`src/design/mbrp_pkg.sv`:
```
// ----------------------------------------------------------------------------
// mbrp_pkg: battery reply parser shared types and constants
// Transfer payload types, frame constants and the bytewise Modbus CRC-16.
// ----------------------------------------------------------------------------
package mbrp_pkg;

    localparam logic [7:0]  HDR_ADDR      = 8'h01;
    localparam logic [7:0]  HDR_FUNC      = 8'h03;
    localparam logic [7:0]  HDR_LEN       = 8'd14;
    localparam logic [4:0]  POS_VOLT_HI   = 5'd3;
    localparam logic [4:0]  POS_VOLT_LO   = 5'd4;
    localparam logic [4:0]  POS_CURR_HI   = 5'd5;
    localparam logic [4:0]  POS_CURR_LO   = 5'd6;
    localparam logic [4:0]  POS_CHARGE    = 5'd16;
    localparam logic [4:0]  CRC_SPAN      = 5'd17;
    localparam logic [4:0]  POS_CRC_HI    = 5'd18;
    localparam logic [15:0] CRC_INIT      = 16'hFFFF;
    localparam logic [15:0] CRC_POLY      = 16'hA001;
    localparam logic [9:0]  IDLE_LIMIT_RST = 10'd100;

    localparam logic CMD_BYTE = 1'b0;
    localparam logic CMD_IDLE = 1'b1;

    typedef struct packed {
        logic       cmd;
        logic [7:0] rx_byte;
    } in_item_t;

    typedef struct packed {
        logic               frame_ok;
        logic [15:0]        voltage;
        logic signed [15:0] current;
        logic [7:0]         charge_level;
    } out_item_t;

    typedef enum logic [3:0] {
        PH_ADDR    = 4'b0001,
        PH_FUNC    = 4'b0010,
        PH_LEN     = 4'b0100,
        PH_PAYLOAD = 4'b1000
    } phase_t;

    function automatic logic [15:0] crc16_byte(input logic [15:0] crc_in,
                                               input logic [7:0]  data);
        logic [15:0] crc;
        crc = crc_in ^ {8'h00, data};
        for (int i = 0; i < 8; i++) begin
            if (crc[0]) begin
                crc = (crc >> 1) ^ CRC_POLY;
            end else begin
                crc = crc >> 1;
            end
        end
        return crc;
    endfunction

endpackage

```
`src/design/modbus_battery_reply_parser_core.sv`:
```
// The transfer that completes a frame passes the input register, and its result is then
// held in the result register.
// Throughput: one item per cycle; the bytewise CRC update is a combinational XOR network.
// The parse stage stalls only while the result register holds an untaken result.
// Reset (rst_n low, asynchronous): parser waits for the start byte, CRC 0xFFFF,
// held values zero, idle limit 100.
// ----------------------------------------------------------------------------
// modbus_battery_reply_parser_core
// Parses fixed 19-byte Modbus RTU read replies and reports held battery data.
// ----------------------------------------------------------------------------
module modbus_battery_reply_parser_core (
    input  logic                clk,
    input  logic                rst_n,
    input  logic                in_valid,
    output logic                in_ready,
    input  mbrp_pkg::in_item_t  in_data,
    output logic                out_valid,
    input  logic                out_ready,
    output mbrp_pkg::out_item_t out_data,
    input  logic                cfg_wr_en,
    input  logic [9:0]          cfg_wr_data
);
    import mbrp_pkg::*;

    logic        in_valid_reg;
    in_item_t    in_item_reg;
    logic        out_valid_reg;
    out_item_t   out_item_reg;
    logic [9:0]  idle_limit_reg;

    phase_t      phase_reg,         phase_next;
    logic [4:0]  byte_count_reg,    byte_count_next;
    logic [9:0]  idle_count_reg,    idle_count_next;
    logic [15:0] crc_reg,           crc_next;
    logic [15:0] frame_volt_reg,    frame_volt_next;
    logic [15:0] frame_curr_reg,    frame_curr_next;
    logic [7:0]  frame_charge_reg,  frame_charge_next;
    logic [7:0]  crc_low_reg,       crc_low_next;
    logic [15:0] held_volt_reg,     held_volt_next;
    logic [15:0] held_curr_reg,     held_curr_next;
    logic [7:0]  held_charge_reg,   held_charge_next;

    logic        advance;
    logic        fire;
    logic        emit;
    logic        crc_ok;
    logic [15:0] crc_upd;
    logic [9:0]  idle_inc;
    logic [7:0]  b;

    assign advance  = !out_valid_reg || out_ready;
    assign fire     = in_valid_reg && advance;
    assign in_ready = !in_valid_reg || advance;

    assign b        = in_item_reg.rx_byte;
    assign crc_upd  = crc16_byte((phase_reg == PH_ADDR) ? CRC_INIT : crc_reg, b);
    assign idle_inc = idle_count_reg + 10'd1;
    assign crc_ok   = (crc_reg[7:0] == crc_low_reg) && (crc_reg[15:8] == b);

    always_comb
    begin
        phase_next        = phase_reg;
        byte_count_next   = byte_count_reg;
        idle_count_next   = idle_count_reg;
        crc_next          = crc_reg;
        frame_volt_next   = frame_volt_reg;
        frame_curr_next   = frame_curr_reg;
        frame_charge_next = frame_charge_reg;
        crc_low_next      = crc_low_reg;
        held_volt_next    = held_volt_reg;
        held_curr_next    = held_curr_reg;
        held_charge_next  = held_charge_reg;
        emit              = 1'b0;

        if (in_item_reg.cmd == CMD_IDLE) begin
            idle_count_next = idle_inc;
            if (idle_inc >= idle_limit_reg) begin
                idle_count_next = '0;
                phase_next      = PH_ADDR;
                byte_count_next = '0;
            end
        end else begin
            idle_count_next = '0;
            case (phase_reg)
                PH_ADDR:
                begin
                    if (b == HDR_ADDR) begin
                        phase_next      = PH_FUNC;
                        byte_count_next = 5'd1;
                        crc_next        = crc_upd;
                    end
                end
                PH_FUNC:
                begin
                    if (b == HDR_FUNC) begin
                        phase_next      = PH_LEN;
                        byte_count_next = 5'd2;
                        crc_next        = crc_upd;
                    end else begin
                        phase_next = PH_ADDR;
                    end
                end
                PH_LEN:
                begin
                    if (b == HDR_LEN) begin
                        phase_next      = PH_PAYLOAD;
                        byte_count_next = 5'd3;
                        crc_next        = crc_upd;
                    end else begin
                        phase_next = PH_ADDR;
                    end
                end
                PH_PAYLOAD:
                begin
                    if (byte_count_reg < CRC_SPAN) begin
                        crc_next = crc_upd;
                    end
                    if (byte_count_reg == POS_VOLT_HI) frame_volt_next = {b, 8'h00};
                    if (byte_count_reg == POS_VOLT_LO) frame_volt_next = {frame_volt_reg[15:8], b};
                    if (byte_count_reg == POS_CURR_HI) frame_curr_next = {b, 8'h00};
                    if (byte_count_reg == POS_CURR_LO) frame_curr_next = {frame_curr_reg[15:8], b};
                    if (byte_count_reg == POS_CHARGE)  frame_charge_next = b;
                    if (byte_count_reg == CRC_SPAN)    crc_low_next = b;
                    byte_count_next = byte_count_reg + 5'd1;
                    if (byte_count_reg >= POS_CRC_HI) begin
                        emit            = 1'b1;
                        phase_next      = PH_ADDR;
                        byte_count_next = '0;
                        if (crc_ok) begin
                            held_volt_next   = frame_volt_reg;
                            held_curr_next   = frame_curr_reg;
                            held_charge_next = frame_charge_reg;
                        end
                    end
                end
                default:
                begin
                    phase_next      = PH_ADDR;
                    byte_count_next = '0;
                end
            endcase
        end
    end

    // hold the item until the parse stage can advance
    always_ff @(posedge clk or negedge rst_n)
    begin
        if (!rst_n) begin
            in_valid_reg <= 1'b0;
        end else if (in_ready) begin
            in_valid_reg <= in_valid;
        end
    end

    always_ff @(posedge clk)
    begin
        if (in_valid && in_ready) begin
            in_item_reg <= in_data;
        end
    end

    always_ff @(posedge clk or negedge rst_n)
    begin
        if (!rst_n) begin
            idle_limit_reg   <= IDLE_LIMIT_RST;
            phase_reg        <= PH_ADDR;
            byte_count_reg   <= '0;
            idle_count_reg   <= '0;
            crc_reg          <= CRC_INIT;
            frame_volt_reg   <= '0;
            frame_curr_reg   <= '0;
            frame_charge_reg <= '0;
            crc_low_reg      <= '0;
            held_volt_reg    <= '0;
            held_curr_reg    <= '0;
            held_charge_reg  <= '0;
        end else begin
            if (cfg_wr_en) begin
                idle_limit_reg <= cfg_wr_data;
            end
            if (fire) begin
                phase_reg        <= phase_next;
                byte_count_reg   <= byte_count_next;
                idle_count_reg   <= idle_count_next;
                crc_reg          <= crc_next;
                frame_volt_reg   <= frame_volt_next;
                frame_curr_reg   <= frame_curr_next;
                frame_charge_reg <= frame_charge_next;
                crc_low_reg      <= crc_low_next;
                held_volt_reg    <= held_volt_next;
                held_curr_reg    <= held_curr_next;
                held_charge_reg  <= held_charge_next;
            end
        end
    end

    always_ff @(posedge clk or negedge rst_n)
    begin
        if (!rst_n) begin
            out_valid_reg <= 1'b0;
        end else if (advance) begin
            out_valid_reg <= fire && emit;
        end
    end

    always_ff @(posedge clk)
    begin
        if (fire && emit) begin
            out_item_reg.frame_ok     <= crc_ok;
            out_item_reg.voltage      <= held_volt_next;
            out_item_reg.current      <= held_curr_next;
            out_item_reg.charge_level <= held_charge_next;
        end
    end

    assign out_valid = out_valid_reg;
    assign out_data  = out_item_reg;

endmodule
```
`config.mk`:
```
export PLATFORM = sky130hd
export DESIGN_NAME = modbus_battery_reply_parser_core
export DESIGN_NICKNAME = d
export VERILOG_FILES = /design/src/design/mbrp_pkg.sv /design/src/design/modbus_battery_reply_parser_core.sv
export SDC_FILE = /design/constraint.sdc
export NUM_CORES = 1
export LEC_CHECK = 0
export ABC_AREA = 1
export BUFFER_PORTS_ARGS = -buffer_cell sky130_fd_sc_hd__buf_2
export CAP_MARGIN = 10
export CORE_MARGIN = 5
export CORE_UTILIZATION = 57
export CTS_CLUSTER_DIAMETER = 150
export DETAILED_ROUTE_END_ITERATION = 12
export GPL_TIMING_DRIVEN = 0
export PLACE_DENSITY_LB_ADDON = 0.2
export SETUP_SLACK_MARGIN = 0.5
export SYNTH_ARGS = -nofsm -noshare
export SYNTH_HDL_FRONTEND = slang
export SYNTH_SLANG_ARGS = --single-unit
```
`constraint.sdc`:
```
create_clock -name clk -period 5.16 [get_ports clk]
set_input_delay 1.032 -clock clk [delete_from_list [all_inputs] [get_ports clk]]
set_output_delay 1.032 -clock clk [all_outputs]
set_load 0.01 [all_outputs]
```
==> results.py, run 1 <==
metrics = {
    "synthesis": {
        "synth_compound_area_share_pct": 6.593,
        "synthArstFlopShare_pct": 72.97,
        "synth-adder-area-share_pct": 2.091,
        "syn_inst": 981,
        "yosys.area.top_type": "dfrtp_1",
        "synth-edff-count": 50,
        "synth_top_family_by_area": "simple AND/OR/NAND/NOR gates",
        "ys_seq_elements": 185,
        "synth_flop_cell": "dfrtp_1",
        "yosysUniqueCellTypes": 38,
        "synth_area_um2": 8976,
        "syn_nets": 1020,
        "syn_area_per_cell_um2": 9.150,
        "seq_area_frac_synth_pct": 54.64,
        "yosys.area_share.simple_pct": 28.10,
        "synth_area_leaders": "dfrtp_1 32%, edfxtp_1 17%, nand2_1 12%",
        "synth_top_area_share_pct": 32.06,
        "synth-xor-area-share_pct": 2.244,
        "muxShareOfSynthArea_pct": 0.1255,
        "ys.warnings.count": 0,
    },
    "pwr": {
        "powerDensity_nw_per_um2": 374.5,
        "vdd_drop_max_mv": 0.3532,
        "cellLeakagePower_nw": 5.063,
    },
    "global_route": {
        "grt_max_degree": 86,
        "grtUsageTotal_pct": 22.47,
        "grt_remaining_overflow": 0,
        "antenna_found_initial": 0,
        "grt_pass1_wl_um": 32480,
        "grt_pass1_vias": 6527,
    },
    "sta": {
        "clock_skew_ps": 13.31,
        "worst_pin_slew_ps": 776.9,
        "setup_violations": 0,
        "maxSlewHeadroom_pct": 47.78,
        "setup-tns-final_ps": 0,
        "whs_ps": 490.4,
        "rsz0062_at_grt": "false",
        "period_minus_slack_ps": 3209,
        "fmax_mhz": 311.6,
        "layout_setup_ws_ps": 1951,
        "min_period_over_period_pct": 62.19,
        "drv_slew": 0,
        "final_hold_viol_count": 0,
    },
    "worst_setup_path": {
        "cp-startpoint": "idle_count_reg[2]$_DFFE_PN0P_",
        "cp.required_ps": 5510,
        "cp_max_fo": 10,
        "cp.arrival_ps": 3560,
        "end_kind": "flop",
        "crit_type": "reg -> reg",
        "cp-endpoint": "idle_count_reg[1]$_DFFE_PN0P_",
        "r2r_start": "idle_count_reg[2]$_DFFE_PN0P_",
        "rr_worst_depth": 14,
        "r2r_slack_ps": 1950,
        "reg2reg_to": "idle_count_reg[1]$_DFFE_PN0P_",
        "start_kind": "flop",
    },
    "routing": {
        "via_per_inst": 5.345,
        "vias": 6906,
        "drc": 0,
        "wl_per_cell_um": 15.04,
        "wl_um": 19440,
        "drt_iter0_markers": 533,
        "first_pass_iters": 5,
        "final_antenna_net_count": 0,
    },
    "clock_network": {
        "clkTransAtPathRegs_ps": 70,
        "clock_path_buffers": 2,
        "cts_tree": "yes",
        "ctsResizeCount": 0,
        "clock-sinks": 185,
        "clock_latency_ps": 440,
        "cts_root_buf": "clkbuf_16",
        "hold_buffers": 0,
        "cts_max_level": 4,
        "numCtsBuffers": 17,
        "cts_setup_buffers": 0,
    },
    "finish": {
        "layout.nets": 1107,
        "multi_input_area_um2": 3526,
        "final_cell_count_no_fill": 1292,
        "drive_gt1_share_pct": 24.24,
        "antenna_cells": 0,
        "largest_reg_flops": 41,
        "area_delta_synth_final_pct": 14.20,
        "fillCellCount": 1194,
        "final_area_um2": 10250,
        "ff_latch_area_um2": 4905,
    },
    "floorplan": {
        "rows": 45,
        "die_area_um2": 18360,
        "io_pins": 67,
        "fp.dieW_um": 135.5,
        "core-area_um2": 15310,
        "die_h_um": 135.5,
        "initial_core_util_pct": 58.61,
    },
    "placement": {
        "gp_congestion": 0.9052,
        "dpl_worst_slack_ps": 1971,
        "hpwl_um": 13380,
        "port_buffers": 65,
        "place_area_um2": 9653,
        "dp.cells": 1260,
    },
    "job": {
        "cap_violations": 0,
    },
    "min_path": {
        "min_path_type": "reg -> reg",
    },
    "run_status": {
        "outcome": "complete, no violations",
    },
}
[per-layer routing]
layer,GRT usage (%),wire length [um],up-vias
met1,31.42,8784,3301
met5,0,0,-
met3,4.383,899,27
li1,-,-,3389
met2,35.29,9393,189
met4,7.895,360,0
[area by class of cell]
cell class / instances / area share, %
timing repair buffer: 68 / 3.918
tap: 211 / 2.575
buffer: 38 / 2.612
multi-input combinational: 681 / 34.40
inverter: 77 / 2.819
clock inverter: 12 / 1.172
clock buffer: 20 / 4.663
sequential: 185 / 47.85
[worst min path at each step]
| stage | startpoint | end | slack, ps | cells past startpoint |
|---|---|---|---|---|
| 2_1_floorplan | frame_charge_reg[7]$_DFFE_PN0P_ | frame_charge_reg[7]$_DFFE_PN0P_ | 450 | 2 |
| 3_3_place_gp | frame_volt_reg[9]$_DFFE_PN0P_ | frame_volt_reg[9]$_DFFE_PN0P_ | 470 | 2 |
| 3_5_place_dp | frame_volt_reg[9]$_DFFE_PN0P_ | frame_volt_reg[9]$_DFFE_PN0P_ | 470 | 2 |
| 4_1_cts | frame_volt_reg[9]$_DFFE_PN0P_ | frame_volt_reg[9]$_DFFE_PN0P_ | 490 | 2 |
| 5_1_grt | frame_volt_reg[15]$_DFFE_PN0P_ | frame_volt_reg[15]$_DFFE_PN0P_ | 510 | 2 |
| 6_report | frame_volt_reg[9]$_DFFE_PN0P_ | frame_volt_reg[9]$_DFFE_PN0P_ | 490 | 2 |
[logic make-up (layout without fill, tap and decap cells)]
kind of cell | Yosys count | in the layout
buffers and inverters | 115 | 215
adders and majority gates | 15 | 15
AOI/OAI and AO/OA | 115 | 115
muxes | 1 | 1
xor gates and xnor gates | 23 | 23
and+or+nand+nor | 527 | 527
DFF | 185 | 185
[placed cells by master (no fill, tap or decap), types with 20 or more instances in the layout]
cell	instances
buf_2	70
dfrtp_1	115
dfstp_2	20
edfxtp_1	50
inv_1	67
nand2_1	284
nand2_2	81
nand3_1	83
nor2_1	27
o21ai_0	93
[cells in the mapped netlist (all sizes together), types with 9 or more instances]
master and count:
nand2 367, dfrtp 115, nand3 101, o21ai 96, inv 75, edfxtp 50, nor2 28, dfstp 20
buf 19, clkbuf 19, ha 15, xnor2 13, nand4 12, xor2 10, a21oi 9, nor3 9
[report_power, final]
| group | switching, mW | internal, mW |
|---|---|---|
| combinational | 0.540 | 0.271 |
| sequential | 0.0746 | 1.64 |
| clock | 0.617 | 0.697 |
[stage by stage]
step / util (%) / power, mW
CTS: 66.94 / 3.850
global placement: 62.49 / 2.509
global route: 66.94 / 4.045
floorplan: - / 2.325
detailed placement: 63.03 / 2.534
finish: 66.94 / 3.839
[critical path, cell delays in order (launching register included)]
cell and delay, ps:
dfrtp_1 380, inv_1 60, nor3_1 370, nand4_1 220, nor3_1 220, xor2_1 260, ha_1 300, a21oi_1 140
o21ai_0 110, a21oi_1 120, nand3_1 100, nor2_1 210, clkbuf_1 400, nand3_1 120, o21ai_0 110
Note: power is estimated with default switching activity, not from simulation.
==> run 2, diff against run 1 <==
ABC_AREA = 0   (was 1)
clock period = 3 ns   (was 5.16 ns; I/O delays follow)
==> run 2 against run 1 <==
Power grew 78%. Synthesized area shrank 5.4%. Core utilization grew 6.5 points. Via count shrank 19%. Synthesized cell count shrank 33%. Sequential power grew 74%. Routed wire length shrank 7.8%. Design area grew 4.6%. Combinational power grew 100%. Critical endpoint is now phase_reg[2]$_DFFE_PN0P_. Count of clock-buffer cells in the layout shrank 1. Die area shrank 5.0%. Largest cell class unchanged.
==> results.py, run 2 <==
metrics = {
    "finish": {
        "fillCellCount": 929,
        "largest_reg_flops": 41,
        "final_area_um2": 10720,
        "final_common_cell": "dfrtp_1",
        "layout.nets": 840,
        "area_delta_synth_final_pct": 26.21,
        "final_cell_count_no_fill": 998,
        "drive_gt1_share_pct": 44.47,
        "mostFrequentLayoutCells": "113 x dfrtp_1, 83 x mux2_2, 71 x buf_2",
        "antenna_cells": 0,
    },
    "floorplan": {
        "io_pins": 67,
        "initial_core_util_pct": 58.21,
        "fp.dieW_um": 132.1,
        "core-area_um2": 14590,
        "die_area_um2": 17440,
        "die_h_um": 132.1,
        "rows": 44,
    },
    "synthesis": {
        "syn_inst": 662,
        "synthMostInstantiatedCell": "mux2_2",
        "synth_top_area_share_pct": 33.89,
        "synth_area_leaders": "dfrtp_1 34%, edfxtp_1 18%, mux2_2 16%",
        "yosys.area_share.simple_pct": 9.312,
        "synth-xor-area-share_pct": 6.203,
        "synth_common_cells": "117 x mux2_2, 115 x dfrtp_1, 57 x nand2_1",
        "synth-edff-count": 50,
        "synth_compound_area_share_pct": 5.864,
        "ys.warnings.count": 0,
        "yosysUniqueCellTypes": 49,
        "synth_area_um2": 8492,
        "synth-adder-area-share_pct": 2.210,
        "yosys.area.top_type": "dfrtp_1",
        "muxShareOfSynthArea_pct": 15.78,
        "syn_area_per_cell_um2": 12.83,
        "synth_top_family_by_area": "multiplexers",
        "seq_area_frac_synth_pct": 57.76,
        "synthArstFlopShare_pct": 72.97,
        "ys_seq_elements": 185,
        "synth_flop_cell": "dfrtp_1",
        "syn_nets": 701,
    },
    "sta": {
        "worst_pin_slew_ps": 660.9,
        "layout_setup_ws_ps": 338.5,
        "clock_skew_ps": 9.863,
        "drv_slew": 0,
        "period_minus_slack_ps": 2662,
        "fmax_mhz": 375.7,
        "maxSlewHeadroom_pct": 55.94,
        "min_period_over_period_pct": 88.72,
        "setup_violations": 0,
        "rsz0062_at_grt": "true",
        "setup-tns-final_ps": 0,
        "final_hold_viol_count": 0,
    },
    "pwr": {
        "p_sw_share_pct": 28.55,
        "clkPwrFrac_pct": 32.2,
        "powerDensity_nw_per_um2": 638.4,
        "p_seq_share_pct": 43.6,
        "cellLeakagePower_nw": 5.046,
        "vdd_drop_max_mv": 0.6662,
        "p_switching_mw": 1.953,
        "p_int_mw": 4.889,
        "total_power_mw": 6.842,
        "comb_power_share_pct": 24.3,
    },
    "placement": {
        "dp.cells": 915,
        "hpwl_um": 11260,
        "port_buffers": 65,
        "dpl_worst_slack_ps": -188.3,
        "place_area_um2": 9204,
        "gp_congestion": 0.8529,
    },
    "clock_network": {
        "clock_latency_ps": 430,
        "cts_root_buf": "clkbuf_16",
        "clock-sinks": 185,
        "cts_max_level": 4,
        "hold_buffers": 0,
        "clkTransAtPathRegs_ps": 70,
        "clock_path_buffers": 2,
        "cts_tree": "yes",
        "numCtsBuffers": 17,
    },
    "routing": {
        "first_pass_iters": 4,
        "drc": 0,
        "wl_per_cell_um": 17.95,
        "final_antenna_net_count": 0,
        "wl_um": 17910,
        "drt_iter0_markers": 400,
        "via_per_inst": 5.633,
        "vias": 5622,
    },
    "worst_setup_path": {
        "r2r_start": "idle_count_reg[2]$_DFFE_PN0P_",
        "cp_max_fo": 4,
        "cp_top_family": "simple AND/OR/NAND/NOR gates",
        "max_stage_delay_ps": 370,
        "cp_common_cell": "and3_4",
        "cp.required_ps": 3320,
        "end_kind": "flop",
        "start_kind": "flop",
        "path_buf_inv": 1,
        "slowest_stage": "dfrtp_1",
        "critical_path.cell_chain": "and3_4, and3_4, nand3_4, xnor2_2, ha_1, a21oi_2, nor2b_1, o21ai_1, nand3b_1, a21o_1, nand4_1, buf_6, mux2_4",
        "cp.arrival_ps": 2980,
        "rr_worst_depth": 13,
        "crit_type": "reg -> reg",
        "reg2reg_to": "phase_reg[2]$_DFFE_PN0P_",
        "r2r_slack_ps": 340,
    },
    "global_route": {
        "grt_remaining_overflow": 0,
        "busiest_layer": "met2",
        "met1_usage_pct": 27.20,
        "grtUsageTotal_pct": 19.93,
        "grt_max_degree": 71,
        "grt_pass1_wl_um": 27990,
        "grt_use_met3_pct": 3.855,
        "antenna_found_initial": 0,
        "globalRouteMet2Util_pct": 31.86,
        "grt_pass1_vias": 5481,
    },
    "job": {
        "cap_violations": 0,
    },
    "min_path": {
        "min_path_type": "in -> async",
    },
    "run_status": {
        "outcome": "complete, no violations",
    },
}
==> run 2: cell types whose count changed in the layout (fill, tap and decap cells not counted), moves of 8 or more <==
cell	change
xnor2_2	+11
o21ai_0	-56
nand2_2	-78
a22o_1	+9
nand3_2	-15
buf_4	+45
inv_2	-8
nand2b_1	+9
xnor2_1	+20
nand3_1	-77
inv_1	-54
mux2_2	+82
mux2_4	+35
nand2_1	-228
==> run 2: metrics by stage <==
stage / hold WS (ps) / utilization [%]
3_5_place_dp: 488.7 / 63.09
6_report: 165.1 / 73.46
2_1_floorplan: 304.4 / -
3_3_place_gp: 479.6 / 62.53
4_1_cts: 187.7 / 69.31
5_1_grt: 214.3 / 73.46
==> run 2: what timing repair did <==
| item | 4_1_cts | 5_1_grt |
|---|---|---|
| resized for setup | 45 | 90 |
| buffers inserted | 16 | 31 |
| setup endpoints to repair | 123 | 149 |
| pin swaps | 14 | 7 |
| gates cloned | 1 | 3 |
==> run 2: power groups by stage <==
stage	clock (mW)	sequential (mW)	combinational (mW)
floorplan	0	2.97	1.06
global placement	0	3.01	1.29
detailed placement	0	3.01	1.34
CTS	2.23	2.97	1.42
global route	2.33	3.00	1.80
finish	2.20	2.98	1.66
==> run 2: kinds of logic (layout without fill, tap and decap cells) <==
| family | after synthesis | count (layout) |
|---|---|---|
| and+or+nand+nor | 151 | 151 |
| adders and majority gates | 15 | 15 |
| DFF | 185 | 185 |
| AOI/OAI and AO/OA | 83 | 83 |
| xor gates and xnor gates | 57 | 57 |
| buffers and inverters | 52 | 204 |
| muxes | 119 | 119 |
==> run 2: area by class of cell <==
| class | instances | area (um2) | area share (%) |
|---|---|---|---|
| Sequential cell | 185 | 4907 | 45.79 |
| Multi-Input combinational cell | 425 | 3744 | 34.93 |
| Timing Repair Buffer | 120 | 872.1 | 8.137 |
| Clock buffer | 19 | 432.9 | 4.039 |
| Buffer | 39 | 339.1 | 3.164 |
| Tap cell | 184 | 230.2 | 2.148 |
| Clock inverter | 13 | 143.9 | 1.343 |
| Inverter | 13 | 48.80 | 0.4553 |
==> run 2: worst max-delay path by stage <==
stage / slack (ps) / cells after the start / start / endpoint
6_report: 340 / 13 / idle_count_reg[2]$_DFFE_PN0P_ / phase_reg[2]$_DFFE_PN0P_
5_1_grt: 180 / 13 / idle_count_reg[2]$_DFFE_PN0P_ / phase_reg[3]$_DFFE_PN0P_
4_1_cts: 380 / 13 / idle_count_reg[2]$_DFFE_PN0P_ / phase_reg[3]$_DFFE_PN0P_
3_5_place_dp: -190 / 8 / b[7]$_DFFE_PP_ / out_data[7]$_DFFE_PP_
3_3_place_gp: -460 / 7 / byte_count_reg[0]$_DFFE_PN0P_ / held_charge_reg[2]$_DFFE_PN0P_
2_1_floorplan: 150 / 6 / phase_reg[2]$_DFFE_PN0P_ / held_charge_reg[0]$_DFFE_PN0P_
==> run 2: layer usage <==
layer / up-vias / share of wire [%] / wire, um
met1: 2832 / 44 / 7837
met4: 0 / 1.5 / 268
met3: 22 / 4.5 / 801
li1: 2631 / - / -
met2: 137 / 50 / 9006
met5: - / 0 / 0
